`config.mk`:
```
export PLATFORM = sky130hd
export DESIGN_NAME = csps_ram
export DESIGN_NICKNAME = d
export VERILOG_FILES = /design/src/rtl/csps_ram.sv
export SDC_FILE = /design/constraint.sdc
export NUM_CORES = 1
export LEC_CHECK = 0
export BUFFER_PORTS_ARGS = -buffer_cell sky130_fd_sc_hd__buf_2
export CAP_MARGIN = 15
export CORE_MARGIN = 2
export CORE_UTILIZATION = 45
export DETAILED_ROUTE_END_ITERATION = 6
export HOLD_SLACK_MARGIN = 0.03
export SYNTH_ARGS = -nofsm -noshare
export SYNTH_HDL_FRONTEND = slang
export SYNTH_SLANG_ARGS = --single-unit
```
`constraint.sdc`:
```
create_clock -name clock -period 1.35 [get_ports clock]
set_input_delay 0 -clock clock [delete_from_list [all_inputs] [get_ports clock]]
set_output_delay 0 -clock clock [all_outputs]
set_load 0.01 [all_outputs]
```
`src/rtl/csps_ram.sv`:
```
`default_nettype none
// ----------------------------------------------------------------------------
// csps_ram
// Generic single-port synchronous RAM with registered read data.
// ----------------------------------------------------------------------------
module csps_ram #(
   parameter int WIDTH = 8,
   parameter int DEPTH = 16
) (
   input  wire logic                     clock,
   input  wire logic                     wr_en,
   input  wire logic [$clog2(DEPTH)-1:0] addr,
   input  wire logic [WIDTH-1:0]         wr_data,
   output logic      [WIDTH-1:0]         rd_data
);
   logic [WIDTH-1:0] mem [DEPTH];

   always_ff @(posedge clock) begin
      if (wr_en) begin
         mem[addr] <= wr_data;
      end
      rd_data <= mem[addr];
   end
endmodule
`default_nettype wire

```
==> results of run 1 <==
[power by group through the flow]
stage,sequential [W],combinational (W),clock (W)
after floorplan,0.00484,0.000245,0
after detailed placement,0.00484,0.000480,0
final,0.00475,0.000495,0.00462
after global placement,0.00483,0.000472,0
after CTS,0.00475,0.000500,0.00469
after global routing,0.00476,0.000540,0.00488
[worst max-delay path, cell delays in order (launching register included)]
cell and delay, ps:
edfxtp_1 360, mux4_2 470, a22oi_1 280, nand2_1 90
[repair_timing]
item                                   in CTS  in global routing
hold buffers                                8                  0
setup endpoints to repair                   0                  3
endpoints found under the hold margin     128                  0
resized for setup                           0                  3
[sequential cells by signal, summed over array words and instances, names as in the netlist]
register,cells
mem,128
rd_data,8
[through the flow]
stage,util,instance area (um2),hold slack (ps),std cells
after floorplan,-,5080,98.9,230
after global placement,0.511,5580,391,413
after detailed placement,0.511,5580,392,413
after CTS,0.572,6250,244,451
after global routing,0.573,6270,268,451
final,0.573,6270,258,451
[layout make-up]
type | instances | area (um2)
clock buffer | 19 | 433
clock inverter | 11 | 156
fill | 840 | 4670
multi-input combinational | 83 | 1030
sequential | 136 | 4000
tap | 140 | 175
timing repair buffer | 62 | 470
[placed cells by master (no fill, tap or decap)]
cell and n:
a22oi_1 13, dfxtp_1 8, buf_4 30, nor3_1 3, clkbuf_16 17, and2_1 1
dlygate4sd3_1 8, nor3_2 1, nand2_1 9, nor2_2 2, buf_2 21, edfxtp_1 128
nand3_1 1, nand2b_1 2, clkinvlp_4 2, nand3b_1 2, mux4_2 32, or3b_2 1
bufinv_16 4, clkinv_1 3, nor2_1 11, a22oi_2 3, clkbuf_1 2, nor2b_1 2
clkinv_2 2, buf_12 3
[worst max-delay path by stage]
stage          startpoint         end  cells past startpoint
2_1_floorplan     addr[1]  mem[12][0]                      3
3_3_place_gp      addr[0]  rd_data[2]                      5
3_5_place_dp      addr[0]  rd_data[5]                      5
4_1_cts         mem[3][7]  rd_data[7]                      3
5_1_grt         mem[3][3]  rd_data[3]                      3
6_report        mem[3][3]  rd_data[3]                      3
[cell families after synthesis]
group,Yosys count
DFF,136
and+or+nand+nor,35
muxes,32
AOI/OAI and AO/OA,16
buffers and inverters,11
[layer usage]
layer  track usage  wire length (um)  vias to the layer above
met5             0                 0                        -
met4        0.0643               121                        0
met3        0.0623               571                       15
met2         0.295              4910                       68
met1         0.244              4340                     1246
li1              -                 -                     1096
==> results.tsv, run 1 <==
stage	metric	value	unit
run_status	status	finished clean	
worst_setup_path	crit_fanout	1	
logic_synthesis	synthAdderAreaFrac	0	
placement	post-place-ws	-21.4	ps
grt	grt_use_total	0.187	
logic_synthesis	netlist_area	5070	um2
final_layout	area_growth	23.7	%
min_path	whs_path_depth	4	
drt	viasPerCell	5.38	
clock_network	clk_root_buffer_cell	clkbuf_16	
floorplanning	placementRows	38	
timing	max_slew_margin	0.441	
pwr	p_int	0.00799	W
grt	grt_max_degree	28	
clock_network	htreeDepth	4	
pwr	clkPwrFrac	0.468	
timing	setup_viol	0	
worst_setup_path	crit_arrival	1600	ps
logic_synthesis	yosysSeqAreaShare	0.790	
clock_network	cts_inserted_buffers	17	
logic_synthesis	synth_edf_count	128	
worst_setup_path	path_class	flip-flop to flip-flop	
pwr	ir_drop	1.04	mV
logic_synthesis	async_flop_share	0	
pwr	power-per-cell-area	1570	nW/um2
clock_network	clk_latency	410	ps
timing	final.min_clock_period	1310	ps
logic_synthesis	synth_top_area_share	0.759	
pwr	pwr-share-seq	0.482	
floorplanning	ios	22	
worst_setup_path	start_kind	flip-flop	
logic_synthesis	synth_top_family_by_area	multiplexers	
timing	post-route-period-util	0.974	
clock_network	cts.clk_slew.worst_paths	50	ps
pwr	power_leakage	2.12	nW
timing	fmax	760	MHz
logic_synthesis	ys.flop_type	edfxtp_1	
drt	postRouteAntennaNets	0	
final_layout	antenna_cells	0	
drt	drc_errors	0	
placement	post-dp-hpwl	6250	um
drt	drt_iter0_markers	153	
timing	setup_slack	35.1	ps
logic_synthesis	synthMostInstantiatedCell	edfxtp_1	
worst_setup_path	r2r_start	mem[3][3]	
min_path	hold_end	mem[1][1]	
logic_synthesis	ys_types	18	
logic_synthesis	syn_area_per_cell	22.0	um2
drt	vias	2425	
logic_synthesis	ys_ff_latch	136	
logic_synthesis	synth_xor_area_frac	0	
timing	setup_tns	0	ps
worst_setup_path	r2r-end	rd_data[3]	
placement	place_congestion	0.718	
floorplanning	chipHeight	110	um
worst_setup_path	rrSetupSlack	40	ps
timing	hold_viol_final	0	
timing	worst_slew_pin_slew	837	ps
logic_synthesis	synthTopCellsByArea	edfxtp_1, mux4_2, dfxtp_1	
logic_synthesis	yosys_warnings	0	
floorplanning	dieArea	12100	um2
grt	antenna_found_initial	0	
grt	grt_overflow_total	0	
pwr	netSwitchingFraction	0.190	
timing	slew_viol_final	0	
worst_setup_path	cp-end-kind	flip-flop	
run	cap_violations	0	
grt	grt_pass1_wl	15200	um
clock_network	clock_path_buffers	2	
drt	first_pass_iters	4	
final_layout	layout-drive-gt1-share	0.379	
logic_synthesis	synthTopCellsByCount	edfxtp_1, mux4_2, a22oi_1	
logic_synthesis	synth_mux_area_frac	0.142	
pwr	p_comb_frac	0.050	
clock_network	cts.sinks	136	
logic_synthesis	synth_compound_area_frac	0.0237	
floorplanning	core_area	10900	um2
min_path	min_from	addr[2]	
final_layout	nets	314	
logic_synthesis	syn_inst	230	
worst_setup_path	r2r_cells	3	
logic_synthesis	synth-simple-area-share	0.0321	
floorplanning	start_util	0.463	
clock_network	cts_setup_buffers	0	
logic_synthesis	yosysTopAreaCell	edfxtp_1	
clock_network	cts_tree	yes	
grt	grt_pass1_vias	2582	
drt	routed_wl	9940	um
floorplanning	die_w	110	um
timing	clock_skew	5.28	ps
pwr	totalPowerFinal	0.00986	W
drt	wl_per_cell	22.0	um
worst_setup_path	crit_required	1640	ps
logic_synthesis	syn_nets	244	
min_path	min_path_type	input port to flip-flop	
placement	io_buffers	21	
pwr	switching_power	0.00187	W
Note: power is estimated with default switching activity, not from simulation.
==> inputs of run 2 (changes only) <==
Settings changed: PLACE_DENSITY set to 0.76.
==> results.tsv, run 2 (same netlist as run 1, synthesis figures left out) <==
stage	metric	value	unit	change
grt	antenna_found_initial	0		unchanged
final_layout	fin_area	6280	um2	+0.18%
clock_network	cts.sinks	136		unchanged
clock_network	clk_latency	410	ps	about the same
worst_setup_path	path_class	flip-flop to flip-flop		
timing	setup_viol	0		unchanged
final_layout	final_cell_mix	edfxtp_1, mux4_2, buf_4		
final_layout	final_core_util	0.574		+0.00103
grt	grt_max_degree	29		+3.6%
pwr	power_leakage	2.12	nW	about the same
min_path	min_path_type	input port to flip-flop		
final_layout	layout-drive-gt1-share	0.389		+0.00965
worst_setup_path	cp_cell_sequence	mux4_2 > a22oi_1 > nand2_1		
pwr	power-per-cell-area	1550	nW/um2	-1.4%
placement	post-place-ws	-110	ps	-88.8 ps
final_layout	regArea	4000	um2	unchanged
pwr	clkPwrFrac	0.459		-0.009
final_layout	nets	312		-0.64%
run_status	status	finished clean		
run	cap_violations	0		unchanged
timing	final.min_clock_period	1340	ps	+22.9 ps
worst_setup_path	cp-end-kind	flip-flop		
worst_setup_path	start_kind	flip-flop		
worst_setup_path	crit_fanout	1		unchanged
final_layout	n_fill_cell	788		-6.2%
drt	viasPerCell	5.56		+3.5%
worst_setup_path	slowest_delay	480	ps	about the same
pwr	p_comb_frac	0.052		+0.002
placement	place_congestion	0.791		+10%
worst_setup_path	cpMaxStageDelayCell	mux4_2		
placement	place_area	5590	um2	+0.18%
final_layout	area_growth	23.9	%	
floorplanning	dieArea	12100	um2	unchanged
clock_network	clk_root_buffer_cell	clkbuf_16		
clock_network	cts_inserted_buffers	17		unchanged
grt	grt_use_total	0.187		+0.000337
floorplanning	start_util	0.463		unchanged
floorplanning	chipHeight	110	um	unchanged
grt	grt_pass1_vias	2533		-1.9%
grt	grt_pass1_wl	15000	um	-1.2%
timing	fmax	747	MHz	-1.7%
timing	setup_slack	12.1	ps	-22.9 ps
final_layout	final_cells	451		unchanged
clock_network	htreeDepth	4		unchanged
floorplanning	core_area	10900	um2	unchanged
drt	wl_per_cell	22.1	um	+0.48%
final_layout	multiInputGateArea	1030	um2	+0.49%
timing	max_slew_margin	0.492		+0.0510
drt	vias	2509		+3.5%
timing	worst_slew_pin_slew	760	ps	-76.3 ps
clock_network	clock_path_buffers	2		unchanged
pwr	ir_drop	1.16	mV	+11%
drt	routed_wl	9980	um	+0.48%
timing	clock_skew	6.50	ps	+1.22 ps
drt	postRouteAntennaNets	0		unchanged
clock_network	cts_tree	yes		
final_layout	regMostFlops	mem		
clock_network	cts.clk_slew.worst_paths	60	ps	about the same
placement	post-dp-hpwl	6250	um	about the same
drt	drt_iter0_markers	201		+31%
timing	post-route-period-util	0.991		+0.0170
grt	grt_overflow_total	0		unchanged
final_layout	top_regs	mem: 128 flops, rd_data: 8 flops		
timing	slew_viol_final	0		unchanged
pwr	netSwitchingFraction	0.197		+0.00670
drt	drc_errors	0		unchanged
drt	first_pass_iters	5		+1
floorplanning	ios	22		unchanged
pwr	switching_power	0.00191	W	+2.2%
floorplanning	die_w	110	um	unchanged
timing	rsz0062_at_grt	false		
pwr	p_int	0.00782	W	-2.1%
clock_network	cts_setup_buffers	0		unchanged
timing	hold_viol_final	0		unchanged
final_layout	largest_reg_flops	128		unchanged
pwr	pwr-share-seq	0.488		+0.006
final_layout	antenna_cells	0		unchanged
placement	dp.cells	411		-0.48%
placement	io_buffers	21		unchanged
floorplanning	placementRows	38		unchanged
worst_setup_path	crit_arrival	1630	ps	+30 ps
worst_setup_path	crit_required	1640	ps	about the same
final_layout	layout_commonest_cell	edfxtp_1		
-- run 2: changes by cell type in the layout (fill, tap and decap cells not counted) --
cell,before,now
bufinv_16,4,3
clkinvlp_4,2,1
clkinv_4,0,3
a22oi_2,3,4
buf_12,3,5
a22oi_1,13,12
clkbuf_1,2,0
buf_4,30,26
clkinv_2,2,5
-- run 2: cell type report --
class                      instances  area share
sequential                       136       0.638
clock buffer                      17      0.0678
tap                              140      0.0279
multi-input combinational         83       0.165
timing repair buffer              60      0.0765
clock inverter                    15      0.0255
-- run 2: worst paths after layout --
path	to	slack, ps	cells after the start	from
worst max-delay path	rd_data[3]	10	3	mem[3][3]
worst max register to register	rd_data[3]	10	3	mem[3][3]
worst min-delay path	mem[0][1]	220	4	addr[2]
worst min register to register	rd_data[0]	680	3	mem[14][0]
-- run 2: power by group through the flow --
stage | Sequential (W) | Combinational, W | Clock [W]
2_1_floorplan | 0.00484 | 0.000245 | 0
3_3_place_gp | 0.00483 | 0.000476 | 0
3_5_place_dp | 0.00484 | 0.000486 | 0
4_1_cts | 0.00476 | 0.000512 | 0.00455
5_1_grt | 0.00476 | 0.000554 | 0.00469
6_report | 0.00475 | 0.000511 | 0.00447
-- run 2: what timing repair did --
action / in CTS / in global routing
endpoints found under the hold margin: 128 / 0
gates resized for setup: 2 / 2
setup endpoints to repair: 2 / 3
hold buffers: 8 / 0
pin swaps: 0 / 1
-- run 2: metal layers --
layer  part of all wire  track usage
met5                  0            0
met4             0.0099       0.0670
met3              0.075       0.0617
met2               0.49        0.287
met1               0.42        0.252
-- run 2: critical path: cells and delay by family, from the launching register on --
kind / cells / cell delay (ps)
AND/OR/NAND/NOR: 1 / 80
flip-flops: 1 / 360
AO/OA/AOI/OAI: 1 / 300
multiplexers: 1 / 480
-- run 2: stage by stage --
stage	TNS (ps)	hold WS (ps)	power (W)
3_3_place_gp	-194	388	0.00531
5_1_grt	0	225	0.0100
4_1_cts	0	204	0.00981
3_5_place_dp	-250	394	0.00532
6_report	0	215	0.00974
2_1_floorplan	-7030	98.9	0.00509
==> inputs of run 3 (changes only) <==
Settings changed: SETUP_SLACK_MARGIN set to 0.4.
==> results.tsv, run 3 (same netlist as run 1, synthesis figures left out) <==
stage	metric	value	unit	change
timing	post-route-period-util	0.954		-0.0370
worst_setup_path	start_kind	flip-flop		
grt	grt_max_degree	17		-41%
pwr	switching_power	0.00199	W	+3.9%
final_layout	multiInputGateArea	1210	um2	+17%
timing	hold-worst-slack	190	ps	-25.4 ps
grt	grt_pass1_vias	2645		+4.4%
placement	post-dp-hpwl	6440	um	+3.1%
run_status	status	finished clean		
placement	io_buffers	21		unchanged
final_layout	final_cell_mix	edfxtp_1, mux4_2, buf_2		
pwr	p_int	0.00768	W	-1.8%
timing	clock_skew	8.48	ps	+1.97 ps
floorplanning	placementRows	38		unchanged
timing	setup_viol	0		unchanged
final_layout	largest_reg_flops	128		unchanged
timing	slew_viol_final	0		unchanged
clock_network	cts.clk_slew.worst_paths	50	ps	about the same
final_layout	regMostFlops	mem		
clock_network	cts_setup_buffers	0		unchanged
pwr	clkPwrFrac	0.449		-0.010
grt	grt_overflow_total	0		unchanged
worst_setup_path	crit_required	1630	ps	about the same
timing	final.min_clock_period	1290	ps	-50.0 ps
pwr	power_leakage	2.15	nW	+1.2%
final_layout	top_regs	mem: 128 flops, rd_data: 8 flops		
placement	post-place-ws	-43.2	ps	+66.9 ps
min_path	min_path_type	input port to flip-flop		
clock_network	clock_path_buffers	2		unchanged
grt	grt_pass1_wl	15600	um	+3.7%
final_layout	final_core_util	0.595		+0.0213
drt	wl_met2	5050	um	+2.9%
timing	fmax	776	MHz	+3.9%
timing	setup_tns	0	ps	unchanged
final_layout	nets	311		-0.32%
drt	drt_iter0_markers	203		+1.0%
pwr	netSwitchingFraction	0.206		+0.00919
pwr	totalPowerFinal	0.00967	W	-0.71%
drt	met1_length	4320	um	+2.1%
pwr	power-per-cell-area	1480	nW/um2	-4.3%
drt	viasPerCell	5.50		-1.2%
timing	max_slew_margin	0.389		-0.103
worst_setup_path	crit_arrival	1570	ps	-60 ps
drt	dr.max_layer_used	met4		
final_layout	antenna_cells	0		unchanged
final_layout	layout_commonest_cell	edfxtp_1		
drt	postRouteAntennaNets	0		unchanged
clock_network	cts_inserted_buffers	17		unchanged
grt	grt_use_total	0.189		+0.00199
timing	worst_slew_pin_slew	915	ps	+154 ps
clock_network	cts.sinks	136		unchanged
drt	route.met3.wl	494	um	-34%
drt	wl_per_cell	22.3	um	+0.63%
grt	antenna_found_initial	0		unchanged
floorplanning	die_w	110	um	unchanged
clock_network	clk_latency	400	ps	about the same
final_layout	area_growth	28.5	%	
clock_network	htreeDepth	4		unchanged
floorplanning	dieArea	12100	um2	unchanged
pwr	ir_drop	0.723	mV	-37%
floorplanning	ios	22		unchanged
worst_setup_path	cp-end-kind	flip-flop		
run	cap_violations	0		unchanged
timing	hold_viol_final	0		unchanged
clock_network	clk_root_buffer_cell	clkbuf_16		
placement	place_congestion	0.766		-3.1%
timing	rsz0062_at_grt	true		
floorplanning	chipHeight	110	um	unchanged
final_layout	layout-drive-gt1-share	0.452		+0.0625
worst_setup_path	crit_fanout	1		unchanged
final_layout	regArea	4000	um2	unchanged
final_layout	n_fill_cell	779		-1.1%
drt	routed_wl	10000	um	+0.41%
floorplanning	start_util	0.463		unchanged
worst_setup_path	path_class	flip-flop to flip-flop		
pwr	pwr-share-seq	0.492		+0.004
clock_network	cts_tree	yes		
pwr	p_comb_frac	0.060		+0.008
drt	first_pass_iters	4		-1
drt	drc_errors	0		unchanged
timing	setup_slack	62.1	ps	+50.0 ps
floorplanning	core_area	10900	um2	unchanged
drt	vias	2473		-1.4%
## run 3: layer usage
layer | vias to the layer above | track usage
met5 | - | 0
met4 | 0 | 0.0679
met3 | 10 | 0.0535
met2 | 67 | 0.295
met1 | 1291 | 0.257
li1 | 1105 | -
## run 3: cell type report
type / instances / area share
Tap cell: 140 / 0.0269
Timing Repair Buffer: 59 / 0.0861
Clock inverter: 14 / 0.0206
Multi-Input combinational cell: 83 / 0.186
Clock buffer: 18 / 0.0659
Sequential cell: 136 / 0.615
## run 3: what timing repair did
item | CTS | global route
gates resized for setup | 7 | 1
hold buffers | 8 | 0
hold endpoints to repair | 128 | 0
pin swaps | 0 | 2
endpoints found under the setup margin | 8 | 8
## run 3: worst max-delay path, stage by stage, from the launching register on
cell	delay [ps]
edfxtp_1	370
mux4_2	510
a22oi_2	200
nand2_1	90
## run 3: path summary, 6_finish.rpt
| path | start | end | slack [ps] | depth (start not counted) |
|---|---|---|---|---|
| worst max-delay path | mem[7][2] | rd_data[2] | 60 | 3 |
| worst min register to register | mem[7][1] | rd_data[1] | 670 | 3 |
| worst max register to register | mem[7][2] | rd_data[2] | 60 | 3 |
| worst min-delay path | addr[1] | rd_data[3] | 190 | 4 |
## run 3: power by group through the flow
stage | Clock, W | Sequential, W | Combinational, W
2_1_floorplan | 0 | 0.00484 | 0.000299
3_3_place_gp | 0 | 0.00483 | 0.000537
3_5_place_dp | 0 | 0.00484 | 0.000550
4_1_cts | 0.00440 | 0.00475 | 0.000587
5_1_grt | 0.00460 | 0.00476 | 0.000626
6_report | 0.00434 | 0.00475 | 0.000579
## run 3: stage by stage
stage / cell area [um2] / cells
final: 6510 / 450
after global routing: 6510 / 450
after global placement: 5830 / 410
after floorplan: 5270 / 230
after CTS: 6510 / 450
after detailed placement: 5830 / 410
